[src/design/gclb_pkg.sv]
// Shared types and constants for the grid cell-list binning block.
// No dependencies; every other file of the block takes names from here.
package gclb_pkg;

  // Grid and point store sizes
  localparam int MAX_SIDE   = 32;
  localparam int MAX_POINTS = 65536;
  localparam int POS_BITS   = 24;
  localparam int NCELLS     = MAX_SIDE * MAX_SIDE * MAX_SIDE;

  // Field and internal widths
  localparam int OP_W    = 3;
  localparam int POS_W   = 24;
  localparam int SCALE_W = 32;
  localparam int PROD_W  = POS_W + SCALE_W;
  localparam int SIDE_W  = 6;
  localparam int AX_W    = 5;
  localparam int IJ_W    = 10;
  localparam int CELL_W  = 15;
  localparam int CNT_W   = 17;
  localparam int ID_W    = 16;
  localparam int SLOT_W  = 16;
  localparam int MADDR_W = 16;
  localparam int ST_W    = 2;
  localparam int CFGI_W  = 2;
  localparam int CFGD_W  = 32;
  localparam int NBR_W   = 5;
  localparam int NBR_LAST = 26;

  typedef enum logic [OP_W-1:0] {
    OP_CLEAR       = 3'd0,
    OP_COUNT       = 3'd1,
    OP_PREFIX      = 3'd2,
    OP_PLACE       = 3'd3,
    OP_READ_CELL   = 3'd4,
    OP_READ_MEMBER = 3'd5,
    OP_NEIGHBOUR   = 3'd6,
    OP_UNKNOWN     = 3'd7
  } op_t;

  typedef enum logic [ST_W-1:0] {
    ST_OK    = 2'd0,
    ST_RANGE = 2'd1,
    ST_FULL  = 2'd2
  } status_t;

  typedef enum logic [CFGI_W-1:0] {
    CFG_SIDE    = 2'd0,
    CFG_SCALE_X = 2'd1,
    CFG_SCALE_Y = 2'd2,
    CFG_SCALE_Z = 2'd3
  } cfg_idx_t;

  // Controller to datapath
  typedef struct packed {
    logic    load_in;
    logic    clr_step;
    logic    mul;
    logic    sat;
    logic    wrap;
    logic    cell1;
    logic    cell2;
    logic    pfx_rd;
    logic    pfx_wr;
    logic    mem_wb;
    logic    div_start;
    logic    div_pass;
    logic    err_set;
    status_t err_code;
    logic    out_load;
  } cmd_t;

  // Datapath to controller
  typedef struct packed {
    op_t  op;
    logic store_full;
    logic sel_bad;
    logic slot_bad;
    logic sweep_last;
    logic div_done;
    logic out_free;
  } sts_t;

endpackage

[src/design/gclb_ctrl.sv]
// Controller state machine: sequences each operation over the datapath.
// Depends on gclb_pkg for the command and status structs.
module gclb_ctrl (
  input  logic           clk,
  input  logic           rst_n,
  input  logic           in_valid,
  output logic           in_ready,
  input  gclb_pkg::sts_t sts,
  output gclb_pkg::cmd_t cmd
);

  typedef enum logic [17:0] {
    S_INIT    = 18'h00001,
    S_IDLE    = 18'h00002,
    S_DECODE  = 18'h00004,
    S_CLR     = 18'h00008,
    S_MUL     = 18'h00010,
    S_SAT     = 18'h00020,
    S_CELL1   = 18'h00040,
    S_CELL2   = 18'h00080,
    S_MRD     = 18'h00100,
    S_MWB     = 18'h00200,
    S_PRD     = 18'h00400,
    S_PWR     = 18'h00800,
    S_DIV1_GO = 18'h01000,
    S_DIV1    = 18'h02000,
    S_DIV2_GO = 18'h04000,
    S_DIV2    = 18'h08000,
    S_WRAP    = 18'h10000,
    S_RESP    = 18'h20000
  } state_t;

  state_t state_r, state_nxt;

  always_ff @(posedge clk) begin
    if (!rst_n) state_r <= S_INIT;
    else        state_r <= state_nxt;
  end

  assign in_ready = (state_r == S_IDLE);

  // Next state and commands
  always_comb begin
    state_nxt = state_r;
    cmd       = '0;
    unique case (state_r)
      S_INIT: begin
        cmd.clr_step = 1'b1;
        if (sts.sweep_last) state_nxt = S_IDLE;
      end
      S_IDLE: begin
        if (in_valid) begin
          cmd.load_in = 1'b1;
          state_nxt   = S_DECODE;
        end
      end
      S_DECODE: begin
        unique case (sts.op)
          gclb_pkg::OP_CLEAR:  state_nxt = S_CLR;
          gclb_pkg::OP_COUNT: begin
            if (sts.store_full) begin
              cmd.err_set  = 1'b1;
              cmd.err_code = gclb_pkg::ST_FULL;
              state_nxt    = S_RESP;
            end else begin
              state_nxt = S_MUL;
            end
          end
          gclb_pkg::OP_PREFIX:      state_nxt = S_PRD;
          gclb_pkg::OP_PLACE:       state_nxt = S_MUL;
          gclb_pkg::OP_READ_CELL: begin
            if (sts.sel_bad) begin
              cmd.err_set  = 1'b1;
              cmd.err_code = gclb_pkg::ST_RANGE;
              state_nxt    = S_RESP;
            end else begin
              state_nxt = S_MRD;
            end
          end
          gclb_pkg::OP_READ_MEMBER: state_nxt = S_MRD;
          gclb_pkg::OP_NEIGHBOUR: begin
            if (sts.sel_bad || sts.slot_bad) begin
              cmd.err_set  = 1'b1;
              cmd.err_code = gclb_pkg::ST_RANGE;
              state_nxt    = S_RESP;
            end else begin
              state_nxt = S_DIV1_GO;
            end
          end
          default: begin
            cmd.err_set  = 1'b1;
            cmd.err_code = gclb_pkg::ST_RANGE;
            state_nxt    = S_RESP;
          end
        endcase
      end
      S_CLR: begin
        cmd.clr_step = 1'b1;
        if (sts.sweep_last) state_nxt = S_RESP;
      end
      S_MUL: begin
        cmd.mul   = 1'b1;
        state_nxt = S_SAT;
      end
      S_SAT: begin
        cmd.sat   = 1'b1;
        state_nxt = S_CELL1;
      end
      S_CELL1: begin
        cmd.cell1 = 1'b1;
        state_nxt = S_CELL2;
      end
      S_CELL2: begin
        cmd.cell2 = 1'b1;
        state_nxt = (sts.op == gclb_pkg::OP_NEIGHBOUR) ? S_MWB : S_MRD;
      end
      S_MRD: state_nxt = S_MWB;
      S_MWB: begin
        cmd.mem_wb = 1'b1;
        state_nxt  = S_RESP;
      end
      S_PRD: begin
        cmd.pfx_rd = 1'b1;
        state_nxt  = S_PWR;
      end
      S_PWR: begin
        cmd.pfx_wr = 1'b1;
        state_nxt  = sts.sweep_last ? S_RESP : S_PRD;
      end
      S_DIV1_GO: begin
        cmd.div_start = 1'b1;
        state_nxt     = S_DIV1;
      end
      S_DIV1: begin
        if (sts.div_done) state_nxt = S_DIV2_GO;
      end
      S_DIV2_GO: begin
        cmd.div_start = 1'b1;
        cmd.div_pass  = 1'b1;
        state_nxt     = S_DIV2;
      end
      S_DIV2: begin
        cmd.div_pass = 1'b1;
        if (sts.div_done) state_nxt = S_WRAP;
      end
      S_WRAP: begin
        cmd.wrap  = 1'b1;
        state_nxt = S_CELL1;
      end
      S_RESP: begin
        if (sts.out_free) begin
          cmd.out_load = 1'b1;
          state_nxt    = S_IDLE;
        end
      end
      default: state_nxt = S_INIT;
    endcase
  end

endmodule

[config.mk]
export PLATFORM = sky130hd
export DESIGN_NAME = gclb_ctrl
export DESIGN_NICKNAME = d
export VERILOG_FILES = /design/src/design/gclb_pkg.sv /design/src/design/gclb_ctrl.sv
export SDC_FILE = /design/constraint.sdc
export NUM_CORES = 1
export LEC_CHECK = 0
export BUFFER_PORTS_ARGS = -buffer_cell sky130_fd_sc_hd__buf_4
export CAP_MARGIN = 10
export CORE_MARGIN = 1.5
export CORE_UTILIZATION = 53
export CTS_CLUSTER_SIZE = 16
export DETAILED_ROUTE_END_ITERATION = 6
export GPL_TIMING_DRIVEN = 0
export HOLD_SLACK_MARGIN = 0.1
export PLACE_DENSITY_LB_ADDON = 0.2
export SLEW_MARGIN = 10
export SYNTH_ARGS = -nofsm -noshare
export SYNTH_HDL_FRONTEND = slang
export SYNTH_SLANG_ARGS = --single-unit
[constraint.sdc]
create_clock -name clk -period 2.2 [get_ports clk]
set_clock_uncertainty 0.15 [all_clocks]
set_input_delay 0.11 -clock clk [delete_from_list [all_inputs] [get_ports clk]]
set_output_delay 0.11 -clock clk [all_outputs]
set_load 0.005 [all_outputs]
==> results_dict.tcl, run 1 <==
set metrics [dict create \
    error_line "[ERROR DPL-0038] Utilization greater than 100%, impossible to legalize" \
    worst_endpoint "state_r[16]$_SDFFE_PN0P_/D" \
    synth_commonest_cells "nor2_1 (21), dfxtp_1 (18), nand2_1 (6), or3_1 (6)" \
    rows 17 \
    lastStage "5_1_grt" \
    ios 29 \
    yosysWarnings 0 \
    outcome "stopped before the end" \
    clk_path_buf_depth 2 \
    synth_cell_type_count 50 \
    synth-seq-cells 18 \
    synth-async-reset-ratio_pct 0 \
    die_h_um 52.19 \
    htreeDepth 1 \
    cts.sinks 18 \
    synth_top_area_share_pct 28.10 \
    hpwl_mm 2.387 \
    die_w_um 52.19 \
    cts_buffers 3 \
    netlist_area_um2 1282 \
    synth_edf_count 0 \
    worst_endpoint_kind "register input" \
    cts-root-buf "clkbuf_4" \
    port_buffers 28 \
    yosysSeqAreaShare_pct 28.10 \
    syn_inst 146 \
    start_util_pct 56.88 \
    grt_max_degree 11 \
    synth_area_leader_cell "dfxtp_1" \
    syn_avg_cell_area_um2 8.784 \
    yosys_most_used_dff "dfxtp_1" \
    syn_nets 158 \
    ys_top_cells_by_area "dfxtp_1 (28%), nor4_4 (8.3%), nor2_1 (6.1%)" \
    place_area_um2 1528 \
    dp_slack_ns -0.1008 \
    place_congestion 0.9245 \
    synth.most_common_cell "nor2_1" \
]
## logic make-up after synthesis
kind of cell           synth area share (%)
AND/OR/NAND/NOR                       49.37
AO/OA/AOI/OAI                         14.54
flip-flops                            28.10
buffers and inverters                 4.586
XOR/XNOR                              3.415
## through the flow
stage	std cells	hold WS (ns)	TNS (ns)	util, %
2_1_floorplan	146	0.04792	0	-
3_3_place_gp	202	0.2196	-0.1007	67.76
3_5_place_dp	202	0.2193	-0.3912	67.76
4_1_cts	246	0.1332	-0.1271	90.40
## what timing repair did
action                     in CTS
hold endpoints to repair       17
setup endpoints to repair      22
gates cloned                    1
gates resized for setup        47
pin swaps                      22
setup buffers                  31
hold buffers                   10
==> run 2: changes to the inputs <==
Settings changed: CORE_AREA from default to 2 2 63 65, CORE_MARGIN 1.5 to default, CORE_UTILIZATION 53 to default, CTS_CLUSTER_SIZE 16 to default, DIE_AREA from default to 0 0 65 67, HOLD_SLACK_MARGIN 0.1 to default, PLACE_DENSITY_LB_ADDON 0.2 to 0.15.
==> run 2 against run 1 <==
Against the previous run: the flow now finishes, with violations (setup timing); area after synthesis unchanged; synthesized cell count is the same.
==> results_dict.tcl, run 2 <==
set metrics [dict create \
    outcome "finished, violations left" \
    reg_top3 "state_r x18" \
    critPathLaunchType "flop" \
    worst_slew_pin_slew_ns 0.5188 \
    remaining_drc_errors 0 \
    ys_top_cells_by_area "dfxtp_1 (28%), nor4_4 (8.3%), nor2_1 (6.1%)" \
    cpLargestDelayFamily "simple AND/OR/NAND/NOR gates" \
    initialDrtViolationCount 51 \
    hold_viol 0 \
    cts_tree "done" \
    power_density_nw_per_um2 606.3 \
    r2r_cells 7 \
    top_register "state_r" \
    rsz0062_at_grt "true" \
    place_inst 222 \
    syn_nets 158 \
    rows 22 \
    worstSkewPairLatency_ns 0.25 \
    endpoint_kind "flop" \
    synth.most_common_cell "nor2_1" \
    grt-ovfl-total 0 \
    netlist_area_um2 1282 \
    slew_headroom_pct 65.05 \
    dieArea_um2 4355 \
    r2r-end "state_r[11]" \
    leakage_uw 0.0008522 \
    antenna_left 0 \
    vias 1453 \
    cts-root-buf "clkbuf_8" \
    core_um2 3606 \
    diodes 0 \
    largest_reg_flops 18 \
    syn_avg_cell_area_um2 8.784 \
    syn_inst 146 \
    antenna_found_initial 0 \
    ios 29 \
    synth_commonest_cells "nor2_1 (21), dfxtp_1 (18), nand2_1 (6), or3_1 (6)" \
    yosysWarnings 0 \
    fin_nets 230 \
    maxCapViolCount 0 \
    required_ns 2.20 \
    path_clk_slew_ns 0.07 \
    layout-drive-gt1-share_pct 56.02 \
    drt_wl_total_mm 4.273 \
    synth_top_area_share_pct 28.10 \
    crit_path_cell_trace "nor2_1, nand4_1, o22ai_2, or3_4, o41ai_4, buf_4, nor2_1" \
    hold_start "sts[0]" \
    hold_path_depth 3 \
    peakVddDrop_uv 420.2 \
    period_minus_slack_ns 2.237 \
    critPathBufInv 1 \
    hpwl_mm 2.667 \
    slowest_delay_ns 0.50 \
    viasPerCell 5.504 \
    synth_cell_type_count 50 \
    maxSlewViolCount 0 \
    track_usage_pct 19.62 \
    port_buffers 28 \
    finalSetupViolCount 6 \
    syn_to_final_growth_pct 65.07 \
    dp_slack_ns -0.1286 \
    start_util_pct 35.57 \
    fin_crit_sh_pct 101.7 \
    worstSetupPathType "flop to flop" \
    cp.arrival_ns 2.23 \
    htreeDepth 1 \
    min-delay-path-class "input port to flop" \
    cts.sinks 18 \
    cts_buffers 3 \
    synth_area_leader_cell "dfxtp_1" \
    rrSetupSlack_ns -0.04 \
    grt_max_degree 10 \
    grt_pass1_wl_mm 6.458 \
    yosys_most_used_dff "dfxtp_1" \
    fmax_mhz 447.1 \
    most-common-layout-cells "buf_4 (59), nor2_1 (17), dfxtp_4 (11), dlygate4sd3_1 (7)" \
    place_congestion 0.8720 \
    critPathSlowestCell "dfxtp_1" \
    first_pass_iters 4 \
    yosysSeqAreaShare_pct 28.10 \
    wire_per_inst_um 16.19 \
    crit_top_cell "nor2_1" \
    die_w_um 65 \
    synth-seq-cells 18 \
    grt_pass1_vias 1301 \
    r2r_start "state_r[17]" \
    die_h_um 67 \
    clk_path_buf_depth 2 \
    mostFrequentLayoutCell "buf_4" \
    setup_ws_ns -0.03667 \
    final_cells 264 \
    cp_max_fo 6 \
    min_to "state_r[17]" \
    violations "setup timing" \
    synth-async-reset-ratio_pct 0 \
    hold_ws_ns 0.03335 \
    synth_edf_count 0 \
]
run 2: cell counts after synthesis:
Identical to the previous run, type by type.
run 2: layout make-up:
cell class | count | area, um2
inverters | 5 | 18.77
repair buffers | 70 | 558.0
multi-input cells | 118 | 1008
clock buffers | 3 | 41.29
fillers | 320 | 1489
well taps | 48 | 60.06
flip-flops and latches | 18 | 407.9
plain buffers | 2 | 22.52
run 2: worst max path at each step:
stage	startpoint	endpoint	slack (ns)	depth (start not counted)
global route	state_r[10]	state_r[16]	-0.09	8
floorplan	state_r[13]	state_r[16]	0.16	8
CTS	state_r[0]	cmd[1]	0.0001	5
global placement	state_r[13]	cmd[2]	-0.11	7
detailed placement	state_r[14]	state_r[16]	-0.13	8
finish	state_r[17]	state_r[11]	-0.04	7
run 2: logic make-up after synthesis:
| kind of cell | after synthesis | synth area share [%] |
|---|---|---|
| and+or+nand+nor | 89 | 49.37 |
| DFF | 18 | 28.10 |
| buffers and inverters | 10 | 4.586 |
| xor gates and xnor gates | 5 | 3.415 |
| AOI/OAI and AO/OA | 24 | 14.54 |
run 2: stage by stage:
step	instance area (um2)	TNS, ns	util (%)	power, uW
final	2117	-0.1788	58.71	1284
after global routing	2117	-1.304	58.71	1345
after CTS	1993	0	55.27	1229
after detailed placement	1553	-0.9604	43.06	810.7
after global placement	1553	-0.7749	43.06	802.6
after floorplan	1282	0	-	678.2
run 2: what timing repair did:
item,CTS,global route
hold buffers,7,0
endpoints found under the setup margin,22,22
buffers inserted,24,9
gates cloned,1,1
hold endpoints to repair,4,0
gates resized for setup,44,23
pin swaps,17,22
run 2: layer usage:
| metal | up-vias | global-route usage (%) | wire [um] |
|---|---|---|---|
| met2 | 43 | 35.95 | 2199 |
| met1 | 711 | 24.24 | 1831 |
| met5 | - | 0 | 0 |
| li1 | 697 | - | - |
| met4 | 0 | 5.319 | 27 |
| met3 | 2 | 2.027 | 215 |
run 2: where the power goes:
part           switching [uW]  internal, uW
sequential               34.7           340
combinational             343           337
clock                     107           121
total                     485           799
run 2: worst register-to-register path, cell delays in order (launching register included):
cell and delay [ns]:
dfxtp_1 0.50, nor2_1 0.16, nand4_1 0.15, o22ai_2 0.11, or3_4 0.36, o41ai_4 0.40, buf_4 0.24, nor2_1 0.05
(Power assumes the default switching activity.)
==> run 3: changes to the inputs <==
Settings changed: ABC_AREA from default to 1.
==> run 3 against run 2 <==
Against the previous run: the run now ends clean; via count rose by 0.62%; critical path depth increased by 6; maximum frequency rose by 12%; area after synthesis up 9.0%; largest power group unchanged; sequential share of layout area rose by 1.3 points; sequential power is 5% higher.
==> results_dict.tcl, run 3 <==
set metrics [dict create \
    seqPwrFrac_pct 26.2 \
    netlist_area_um2 1398 \
    maxSlewViolCount 0 \
    dieArea_um2 4355 \
    hpwl_mm 2.826 \
    cts_buffers 3 \
    top_register "state_r" \
    p_switching_uw 685.8 \
    path_clk_slew_ns 0.07 \
    synth-async-reset-ratio_pct 0 \
    hold_buffers 3 \
    ios 29 \
    track_usage_pct 17.50 \
    grt_max_degree 11 \
    synth_edf_count 0 \
    antenna_left 0 \
    cts_tree "done" \
    synth.most_common_cell "nand2_1" \
    place_congestion 0.8145 \
    die_w_um 65 \
    htreeDepth 1 \
    endpoint_kind "flop" \
    cts_setup_buffers 0 \
    synth_cell_type_count 21 \
    slew_headroom_pct 76.78 \
    remaining_drc_errors 0 \
    grt_pass1_wl_mm 5.809 \
    grt_pass1_vias 1321 \
    cp.arrival_ns 2.03 \
    yosysSeqAreaShare_pct 25.78 \
    combPwrFrac_pct 58.4 \
    antenna_found_initial 0 \
    fin_setup_tns_ns 0 \
    fin_crit_sh_pct 90.47 \
    leakage_uw 0.0009496 \
    synth_top_area_share_pct 25.78 \
    largest_reg_flops 18 \
    switching_share_pct 45.97 \
    outcome "complete, no violations" \
    ys_top_cells_by_area "dfxtp_1 (26%), nand2_1 (13%), inv_1 (12%)" \
    place_inst 306 \
    critPathLaunchType "flop" \
    place_area_um2 1668 \
    mostFrequentLayoutCell "nand2_1" \
    setup_ws_ns 0.2097 \
    most-common-layout-cells "nand2_1 (48), inv_1 (46), nor2_1 (37), buf_4 (28), dfxtp_1 (18)" \
    grt-ovfl-total 0 \
    maxCapViolCount 0 \
    cts-root-buf "clkbuf_8" \
    syn_avg_cell_area_um2 6.076 \
    cts_resized 0 \
    synth_area_leader_cell "dfxtp_1" \
    cp_max_fo 10 \
    worstSetupPathType "flop to flop" \
    port_buffers 28 \
    internal_power_uw 806.2 \
    fin_nets 279 \
    wire_per_inst_um 11.06 \
    diodes 0 \
    vias 1462 \
    fill_cells 391 \
    required_ns 2.24 \
    rows 22 \
    dp_slack_ns 0.2198 \
    finalSetupViolCount 0 \
    start_util_pct 38.76 \
    syn_to_final_growth_pct 25.16 \
    yosys_most_used_dff "dfxtp_1" \
    pwr-share-clk_pct 15.4 \
    clk_path_buf_depth 2 \
    synth_commonest_cells "nand2_1 (48), inv_1 (46), nor2_1 (37)" \
    period_minus_slack_ns 1.990 \
    first_pass_iters 4 \
    fin_area_um2 1749 \
    min-delay-path-class "input port to flop" \
    hold_viol 0 \
    peakVddDrop_uv 348.5 \
    yosysWarnings 0 \
    final_cells 313 \
    cts.sinks 18 \
    worst_slew_pin_slew_ns 0.3457 \
    syn_nets 242 \
    layout-drive-gt1-share_pct 28.30 \
    power_density_nw_per_um2 853.0 \
    die_h_um 67 \
    core_um2 3606 \
    syn_inst 230 \
    drt_wl_total_mm 3.463 \
    reg_top3 "state_r x18" \
    fmax_mhz 502.4 \
    initialDrtViolationCount 55 \
    rsz0062_at_grt "false" \
    synth-seq-cells 18 \
    worstSkewPairLatency_ns 0.25 \
    viasPerCell 4.671 \
]
-- run 3: cells by family (layout without fill, tap and decap cells) --
group / Yosys count / after routing / synth area share [%]
simple gates: 156 / 156 / 56.58
flops: 18 / 18 / 25.78
buf+inv: 51 / 86 / 15.31
compound gates: 5 / 5 / 2.328
-- run 3: layout make-up --
cell class | instances | area, um2 | share of cell area, %
flip-flops and latches | 18 | 360.3 | 20.60
clock buffers | 3 | 41.29 | 2.361
plain buffers | 3 | 33.78 | 1.931
repair buffers | 32 | 250.2 | 14.31
multi-input cells | 161 | 823.3 | 47.07
well taps | 48 | 60.06 | 3.433
inverters | 48 | 180.2 | 10.30
-- run 3: critical path: stages, from the launching register on --
cell and delay, ns:
dfxtp_1 0.34, nor2_2 0.18, nand2_2 0.12, nor2_4 0.16, buf_6 0.17, nand3_1 0.16
nand2_1 0.10, nor2_1 0.05, nand2_1 0.05, nor2_1 0.04, nand2_2 0.08, nand2_2 0.06
buf_6 0.16, nor2_2 0.09
-- run 3: power groups by stage --
stage                     clock (uW)  combinational (uW)  sequential, uW
final                            230                 871             391
after detailed placement           0                 864             399
after CTS                        240                 872             391
after floorplan                    0                 664             394
after global routing             255                 972             395
after global placement             0                 871             398
-- run 3: per-stage QoR --
stage	total power [uW]	utilization (%)	hold slack, ns
floorplan	1059	-	0.04419
global placement	1269	46.25	0.1986
detailed placement	1263	46.25	0.1968
CTS	1503	48.23	0.0001653
global route	1623	48.51	0.02558
finish	1492	48.51	0.01690
-- run 3: path summary, 6_finish.rpt --
path | from | endpoint | slack (ns) | depth (start not counted)
max | state_r[10] | state_r[8] | 0.21 | 13
min | sts[6] | state_r[12] | 0.02 | 4
max reg2reg | state_r[10] | state_r[8] | 0.21 | 13
min reg2reg | state_r[3] | state_r[3] | 0.36 | 2
-- run 3: layer usage --
metal	global-route usage [%]	vias to the layer above	part of all wire, %
met5	0	-	0
met1	23.88	643	47
li1	-	772	-
met3	2.196	6	6.1
met4	4.787	0	1.5
met2	28.87	41	45
